==> config.mk <==
export PLATFORM = sky130hd
export DESIGN_NAME = pot_average_angle_fault
export DESIGN_NICKNAME = d
export VERILOG_FILES = /design/src/rtl/paaf_pkg.sv /design/src/rtl/paaf_ctrl.sv /design/src/rtl/paaf_dp.sv /design/src/rtl/pot_average_angle_fault.sv
export SDC_FILE = /design/constraint.sdc
export NUM_CORES = 2
export LEC_CHECK = 0
export BUFFER_PORTS_ARGS = -buffer_cell sky130_fd_sc_hd__buf_4
export CORE_MARGIN = 10
export CORE_UTILIZATION = 32
export CTS_CLUSTER_SIZE = 8
export DETAILED_ROUTE_END_ITERATION = 7
export GPL_TIMING_DRIVEN = 1
export PLACE_DENSITY = 0.51
export SLEW_MARGIN = 20
export SYNTH_ARGS = -nofsm -noshare
export SYNTH_HDL_FRONTEND = slang
export SYNTH_SLANG_ARGS = --single-unit
==> constraint.sdc <==
create_clock -name clk -period 25.1 [get_ports clk]
set_input_delay 1.255 -clock clk [delete_from_list [all_inputs] [get_ports clk]]
set_output_delay 1.255 -clock clk [all_outputs]
set_load 0.1 [all_outputs]
==> src/rtl/paaf_pkg.sv <==
`default_nettype none

package paaf_pkg;

    localparam int MAX_SAMPLES_DEF = 64;

    localparam int SAMPLE_W   = 16;
    localparam int AVG_W      = 16;
    localparam int ANGLE_W    = 41;
    localparam int COUNT_W    = 7;
    localparam int SCALE_W    = 25;
    localparam int DIFF_W     = AVG_W + 1;
    localparam int PROD_W     = DIFF_W + SCALE_W;
    localparam int CFG_IDX_W  = 3;
    localparam int CFG_DATA_W = 25;
    localparam int S_TDATA_W  = 16;
    localparam int M_TDATA_W  = 64;

    typedef enum logic [CFG_IDX_W-1:0] {
        REG_SAMPLE_COUNT = 3'd0,
        REG_POT_CENTER   = 3'd1,
        REG_SCALE_LEFT   = 3'd2,
        REG_SCALE_RIGHT  = 3'd3,
        REG_MIN_VALID    = 3'd4,
        REG_MAX_VALID    = 3'd5
    } cfg_reg_t;

    localparam logic [COUNT_W-1:0]  SAMPLE_COUNT_RST = 7'd4;
    localparam logic [AVG_W-1:0]    POT_CENTER_RST   = 16'd2048;
    localparam logic [SCALE_W-1:0]  SCALE_RST        = '0;
    localparam logic [AVG_W-1:0]    MIN_VALID_RST    = 16'd0;
    localparam logic [AVG_W-1:0]    MAX_VALID_RST    = 16'd4095;

    typedef struct packed {
        logic accept;
        logic div_step;
        logic load;
    } ctrl_cmd_t;

    typedef struct packed {
        logic block_done;
        logic out_busy;
    } dp_status_t;

endpackage

`default_nettype wire

==> src/rtl/paaf_ctrl.sv <==
`default_nettype none

module paaf_ctrl
    import paaf_pkg::*;
#(
    parameter int MAX_SAMPLES = MAX_SAMPLES_DEF
)
(
    input  wire logic       clk,
    input  wire logic       rst_n,
    input  wire logic       s_tvalid,
    output logic            s_tready,
    input  wire dp_status_t status,
    output ctrl_cmd_t       cmd
);

    localparam int SUM_W  = SAMPLE_W + $clog2(MAX_SAMPLES);
    localparam int STEP_W = $clog2(SUM_W + 1);

    typedef enum logic [1:0] {
        ST_IDLE,
        ST_DIV,
        ST_LOAD
    } state_t;

    state_t              state_reg, state_next;
    logic [STEP_W-1:0]   step_reg, step_next;

    always_comb
    begin
        state_next   = state_reg;
        step_next    = step_reg;
        s_tready     = 1'b0;
        cmd          = '0;
        case (state_reg)
            ST_IDLE:
            begin
                s_tready = 1'b1;
                if (s_tvalid)
                begin
                    cmd.accept = 1'b1;
                    if (status.block_done)
                    begin
                        state_next = ST_DIV;
                        step_next  = '0;
                    end
                end
            end
            ST_DIV:
            begin
                cmd.div_step = 1'b1;
                step_next    = step_reg + STEP_W'(1);
                if (step_reg == STEP_W'(SUM_W - 1))
                begin
                    state_next = ST_LOAD;
                end
            end
            ST_LOAD:
            begin
                if (!status.out_busy)
                begin
                    cmd.load   = 1'b1;
                    state_next = ST_IDLE;
                end
            end
            default:
            begin
                state_next = ST_IDLE;
            end
        endcase
    end

    always_ff @(posedge clk or negedge rst_n)
    begin
        if (!rst_n)
        begin
            state_reg <= ST_IDLE;
            step_reg  <= '0;
        end
        else
        begin
            state_reg <= state_next;
            step_reg  <= step_next;
        end
    end

endmodule

`default_nettype wire

==> src/rtl/paaf_dp.sv <==
`default_nettype none

module paaf_dp
    import paaf_pkg::*;
#(
    parameter int MAX_SAMPLES = MAX_SAMPLES_DEF
)
(
    input  wire logic                  clk,
    input  wire logic                  rst_n,
    input  wire logic                  cfg_wen,
    input  wire logic [CFG_IDX_W-1:0]  cfg_idx,
    input  wire logic [CFG_DATA_W-1:0] cfg_data,
    input  wire logic [S_TDATA_W-1:0]  s_tdata,
    input  wire logic                  m_tready,
    input  wire ctrl_cmd_t             cmd,
    output dp_status_t                 status,
    output logic                       m_tvalid,
    output logic [M_TDATA_W-1:0]       m_tdata,
    output logic                       m_tuser
);

    localparam int SUM_W = SAMPLE_W + $clog2(MAX_SAMPLES);
    localparam int CNT_W = $clog2(MAX_SAMPLES + 1);
    localparam int CMP_W = (CNT_W > COUNT_W) ? CNT_W : COUNT_W;

    // configuration
    logic [COUNT_W-1:0]        sample_count_reg;
    logic [AVG_W-1:0]          pot_center_reg;
    logic signed [SCALE_W-1:0] scale_left_reg;
    logic signed [SCALE_W-1:0] scale_right_reg;
    logic [AVG_W-1:0]          min_valid_reg;
    logic [AVG_W-1:0]          max_valid_reg;

    always_ff @(posedge clk or negedge rst_n)
    begin
        if (!rst_n)
        begin
            sample_count_reg <= SAMPLE_COUNT_RST;
            pot_center_reg   <= POT_CENTER_RST;
            scale_left_reg   <= SCALE_RST;
            scale_right_reg  <= SCALE_RST;
            min_valid_reg    <= MIN_VALID_RST;
            max_valid_reg    <= MAX_VALID_RST;
        end
        else if (cfg_wen)
        begin
            case (cfg_idx)
                REG_SAMPLE_COUNT: sample_count_reg <= cfg_data[COUNT_W-1:0];
                REG_POT_CENTER:   pot_center_reg   <= cfg_data[AVG_W-1:0];
                REG_SCALE_LEFT:   scale_left_reg   <= cfg_data[SCALE_W-1:0];
                REG_SCALE_RIGHT:  scale_right_reg  <= cfg_data[SCALE_W-1:0];
                REG_MIN_VALID:    min_valid_reg    <= cfg_data[AVG_W-1:0];
                REG_MAX_VALID:    max_valid_reg    <= cfg_data[AVG_W-1:0];
                default:          ;
            endcase
        end
    end

    // accumulator
    logic [SUM_W-1:0] sum_reg, sum_next, sum_inc;
    logic [CNT_W-1:0] cnt_reg, cnt_next, cnt_inc;
    logic [CMP_W-1:0] blk_size, cnt_ext;

    always_comb
    begin
        cnt_ext = CMP_W'(sample_count_reg);
        if (sample_count_reg == '0)
        begin
            blk_size = CMP_W'(1);
        end
        else if (cnt_ext > CMP_W'(MAX_SAMPLES))
        begin
            blk_size = CMP_W'(MAX_SAMPLES);
        end
        else
        begin
            blk_size = cnt_ext;
        end
    end

    assign sum_inc           = sum_reg + SUM_W'(s_tdata);
    assign cnt_inc           = cnt_reg + CNT_W'(1);
    assign status.block_done = CMP_W'(cnt_inc) >= blk_size;

    always_comb
    begin
        sum_next = sum_reg;
        cnt_next = cnt_reg;
        if (cmd.accept)
        begin
            if (status.block_done)
            begin
                sum_next = '0;
                cnt_next = '0;
            end
            else
            begin
                sum_next = sum_inc;
                cnt_next = cnt_inc;
            end
        end
    end

    always_ff @(posedge clk or negedge rst_n)
    begin
        if (!rst_n)
        begin
            sum_reg <= '0;
            cnt_reg <= '0;
        end
        else
        begin
            sum_reg <= sum_next;
            cnt_reg <= cnt_next;
        end
    end

    // restoring divider, one quotient bit per step
    logic [SUM_W-1:0] quo_reg;
    logic [CNT_W-1:0] rem_reg;
    logic [CNT_W-1:0] dvs_reg;
    logic [CNT_W:0]   trial, trial_sub;
    logic             trial_ge;

    assign trial     = {rem_reg, quo_reg[SUM_W-1]};
    assign trial_ge  = trial >= {1'b0, dvs_reg};
    assign trial_sub = trial - {1'b0, dvs_reg};

    always_ff @(posedge clk)
    begin
        if (cmd.accept && status.block_done)
        begin
            quo_reg <= sum_inc;
            rem_reg <= '0;
            dvs_reg <= cnt_inc;
        end
        else if (cmd.div_step)
        begin
            quo_reg <= {quo_reg[SUM_W-2:0], trial_ge};
            rem_reg <= trial_ge ? trial_sub[CNT_W-1:0] : trial[CNT_W-1:0];
        end
    end

    // calibration and output register
    logic [AVG_W-1:0]          avg;
    logic signed [DIFF_W-1:0]  diff;
    logic signed [SCALE_W-1:0] scale;
    logic signed [PROD_W-1:0]  prod;
    logic                      fault;
    logic                      out_valid_reg;
    logic [AVG_W-1:0]          avg_reg;
    logic [ANGLE_W-1:0]        angle_reg;
    logic                      fault_reg;

    assign avg   = quo_reg[AVG_W-1:0];
    assign diff  = $signed({1'b0, avg}) - $signed({1'b0, pot_center_reg});
    assign scale = (diff <= 0) ? scale_left_reg : scale_right_reg;
    assign prod  = diff * scale;
    assign fault = (avg < min_valid_reg) || (avg > max_valid_reg);

    always_ff @(posedge clk or negedge rst_n)
    begin
        if (!rst_n)
        begin
            out_valid_reg <= 1'b0;
        end
        else if (cmd.load)
        begin
            out_valid_reg <= 1'b1;
        end
        else if (m_tready)
        begin
            out_valid_reg <= 1'b0;
        end
    end

    always_ff @(posedge clk)
    begin
        if (cmd.load)
        begin
            avg_reg   <= avg;
            angle_reg <= prod[ANGLE_W-1:0];
            fault_reg <= fault;
        end
    end

    assign status.out_busy = out_valid_reg && !m_tready;
    assign m_tvalid        = out_valid_reg;
    assign m_tdata         = {(M_TDATA_W - AVG_W - ANGLE_W)'(0), angle_reg, avg_reg};
    assign m_tuser         = fault_reg;

endmodule

`default_nettype wire

==> src/rtl/pot_average_angle_fault.sv <==
// Steering pot block averager with two-slope angle calibration.
//
// Input stream (s_*): one beat per raw ADC count in s_tdata[15:0].
// Output stream (m_*): one beat per completed block of sample_count samples (0 taken as 1, capped at MAX_SAMPLES):
//   m_tdata = {angle_q24[40:0], average[15:0]} (zero padded to 64 bits),
//   m_tuser = pot_fault.
// Config port: cfg_wen writes cfg_data into register cfg_idx at the clock
//   edge (0 sample_count, 1 pot_center, 2 scale_left, 3 scale_right,
//   4 min_valid, 5 max_valid); write only while the block is idle.
// Timing: s_tready stays high after a sample that does not close a block. The beat
//   that closes a block starts the restoring divider, one quotient bit per
//   cycle, and then a multiply/load step that waits while a stalled result
//   still holds the output register; s_tready is low from that beat until
//   the load.
// The output register holds one result; new samples are taken while it
//   waits. If the receiver stalls, the next block's result waits in the
//   divider until the register empties.
// Reset clears the running sum, sample count and output valid, and loads
//   the configuration registers with their defaults.
`default_nettype none

module pot_average_angle_fault
    import paaf_pkg::*;
#(
    parameter int MAX_SAMPLES = MAX_SAMPLES_DEF
)
(
    input  wire logic                  clk,
    input  wire logic                  rst_n,
    input  wire logic                  cfg_wen,
    input  wire logic [CFG_IDX_W-1:0]  cfg_idx,
    input  wire logic [CFG_DATA_W-1:0] cfg_data,
    input  wire logic                  s_tvalid,
    output logic                       s_tready,
    input  wire logic [S_TDATA_W-1:0]  s_tdata,   // sample[15:0]
    output logic                       m_tvalid,
    input  wire logic                  m_tready,
    output logic [M_TDATA_W-1:0]       m_tdata,   // average[15:0], angle_q24[56:16]
    output logic                       m_tuser    // pot_fault
);

    ctrl_cmd_t  cmd;
    dp_status_t status;

    paaf_ctrl #(
        .MAX_SAMPLES (MAX_SAMPLES)
    ) u_ctrl (
        .clk      (clk),
        .rst_n    (rst_n),
        .s_tvalid (s_tvalid),
        .s_tready (s_tready),
        .status   (status),
        .cmd      (cmd)
    );

    paaf_dp #(
        .MAX_SAMPLES (MAX_SAMPLES)
    ) u_dp (
        .clk      (clk),
        .rst_n    (rst_n),
        .cfg_wen  (cfg_wen),
        .cfg_idx  (cfg_idx),
        .cfg_data (cfg_data),
        .s_tdata  (s_tdata),
        .m_tready (m_tready),
        .cmd      (cmd),
        .status   (status),
        .m_tvalid (m_tvalid),
        .m_tdata  (m_tdata),
        .m_tuser  (m_tuser)
    );

    a_load_outside_idle: assert property (@(posedge clk) disable iff (!rst_n)
        $rose(m_tvalid) |-> $past(!s_tready))
        else $error("result loaded while accepting samples");

    a_leave_idle_on_beat: assert property (@(posedge clk) disable iff (!rst_n)
        $fell(s_tready) |-> $past(s_tvalid))
        else $error("left idle without an accepted beat");

    a_load_not_overwrite: assert property (@(posedge clk) disable iff (!rst_n)
        cmd.load |-> !(m_tvalid && !m_tready))
        else $error("result overwrites a pending beat");

endmodule

`default_nettype wire

==> results.yml <==
run_status:
  status: "completed"
placement:
  numPortBuffers: 108
  hpwl_microns: 57000
  gp_congestion: 0.853
  dpl.cell_count: 3817
  post-place-ws_ns: 13.61
drt:
  first_pass_iters: 5
  drt_iter0_drc: 1090
  drt-vias-per-instance: 4.74
  drc_errors: 0
  drt_wl_total_microns: 71400
  wl_per_cell_microns: 18.4
  ant_nets: 0
  vias: 18400
layout:
  multiInputGateArea_sq_um: 18300
  fin_nets: 3429
  stdcell_count: 3885
  seqCellArea_sq_um: 6320
  fin_util_pct: 36.4
  fill_cells: 8408
  syn2layout_area_growth_pct: 12.4
  final_common_cell: "inv_1"
  final_cell_mix: "inv_1, fa_1, nand2_1"
  largest_reg_flops: 41
  drive_above_1_share_pct: 12.7
worst_setup_path:
  worstPathMaxFanout: 25
  cp.arrival_ns: 11.50
  start_kind: "flip-flop"
  slowest_delay_ns: 0.72
  slowest_stage: "mux2i_2"
  crit_type: "flip-flop to flip-flop"
  path_common_cell: "fa_1"
  end_kind: "flip-flop"
  worstPathRequired_ns: 25.40
floorplanning:
  die_w_microns: 309
  num_rows: 105
  die_h_microns: 309
  boundaryPins: 116
  initial_utilization_pct: 32.4
  dieArea_sq_um: 95500
  core_area_sq_um: 82500
clock_network:
  cts.htree.levels: 2
  cts.sinks: 236
  cts.path.max_buffers: 3
  cts_buffers: 38
  cts_tree: "built"
  hold_buffers: 0
  path_clk_slew_ns: 0.06
  ctsResizeCount: 0
  postCtsSetupRepairBufs: 0
  root_buffer: "clkbuf_16"
  clock_insertion_delay_worst_skew_ns: 0.59
sta:
  period_share_pct: 44.6
  setup-tns-final_ns: 0
  maxSlewViolCount: 0
  rsz0062_at_grt: "no"
  finalCriticalPeriod_ns: 11.20
  fmax_ghz: 0.0893
  clock_skew_ns: 0.0448
  tightest_slew_ns: 1.09
  setup_viol_count_final: 0
  fin_ws_ns: 13.90
  relSlewSlack_pct: 26.8
  hold_violations: 0
synthesis:
  synth_flop_cell: "dfrtp_1"
  syn_area_per_cell_sq_um: 9.92
  ys_ff_latch: 236
  yosysWarnings: 0
  syn_area_sq_um: 26700
  synth_edf_count: 87
  synth_cell_types: 75
  synth-seq-area-share_pct: 23.7
  ys_async_sr_fraction_pct: 60.2
  synthCells: 2695
hold_path:
  hp-class: "flip-flop to flip-flop"
global_route:
  antenna_found_initial: 3
  gr-total-overflow: 0
  grt_pass1_vias: 19800
  grt_first_pass_wirelength_microns: 116000
  grt_max_degree: 81
  track_usage_pct: 15.4
flow_run:
  drv_cap: 0
-- logic make-up (layout without fill, tap and decap cells) --
family                   count (synthesis)  after routing  synth area share (%)
XOR/XNOR                                84             84                  2.75
adder cells (fa/ha/maj)                593            593                  39.4
flip-flops                             236            236                  23.7
AND/OR/NAND/NOR                        744            744                  12.1
other                                    1              8                0.0140
AO/OA/AOI/OAI                          320            320                  7.61
buffers and inverters                  565            678                  8.20
multiplexers                           152            152                  6.27
-- cells in the mapped netlist, drive strengths merged, types with 35 or more instances --
cell type  number  area (sq um)
inv           473          1780
fa            413          8270
nand2         320          1200
nor2          242           933
ha            180          2250
dfrtp         128          3200
mux2          112          1260
o21ai         109           549
edfxtp         87          2610
a21oi          69           345
clkbuf         61           229
xnor2          55           482
a21o           49           368
mux2i          40           415
nor2b          36           225
nand2b         35           219
-- worst max-delay path: cells and delay by family (launching register included) --
family	cells	cell delay, ns
fa+ha+maj	9	3.79
compound gates	13	3.65
buf+inv	7	1.13
simple gates	4	0.88
mux	1	0.72
flops	1	0.40
xor+xnor	2	0.31
-- path summary, 6_finish.rpt --
path / slack (ns) / end / cells after the start / start
max: 13.90 / u_dp.angle_reg[39]$_DFFE_PP_ / 36 / u_dp.quo_reg[0]$_DFFE_PP_
min: 0.48 / u_dp.rem_reg[6]$_SDFFE_PP0P_ / 2 / u_dp.rem_reg[6]$_SDFFE_PP0P_
max reg2reg: 13.90 / u_dp.angle_reg[39]$_DFFE_PP_ / 36 / u_dp.quo_reg[0]$_DFFE_PP_
min reg2reg: 0.48 / u_dp.rem_reg[6]$_SDFFE_PP0P_ / 2 / u_dp.rem_reg[6]$_SDFFE_PP0P_
max in group asynchronous: 22.97 / u_dp.scale_left_reg[19]$_DFFE_PN0P_ / 2 / rst_n
min in group asynchronous: 0.74 / u_dp.sum_reg[10]$_DFFE_PN0P_ / 1 / rst_n
-- final cells by class --
class                           instances  area share [%]
Antenna cell                            1         0.00833
Clock buffer                           62            3.78
Inverter                              473            5.91
Sequential cell                       236            21.1
Timing Repair Buffer                  138            3.46
Clock inverter                          5           0.300
Multi-Input combinational cell       1900            61.0
Tap cell                             1070            4.46
-- per-stage QoR --
step | hold WS [ns] | area, sq um
2_1_floorplan | 0.441 | 26800
3_3_place_gp | 0.447 | 28800
3_5_place_dp | 0.460 | 28800
4_1_cts | 0.478 | 30000
5_1_grt | 0.518 | 30000
6_report | 0.475 | 30000
-- routing by layer --
| metal | GRT usage [%] | routed length (microns) |
|---|---|---|
| met4 | 2.67 | 1030 |
| met3 | 1.76 | 2660 |
| met5 | 0 | 0 |
| met1 | 21.4 | 33800 |
| met2 | 25.9 | 33900 |
Power is not shown: default switching activity piles up to over one toggle a cycle in this logic, so the estimate is an artifact.
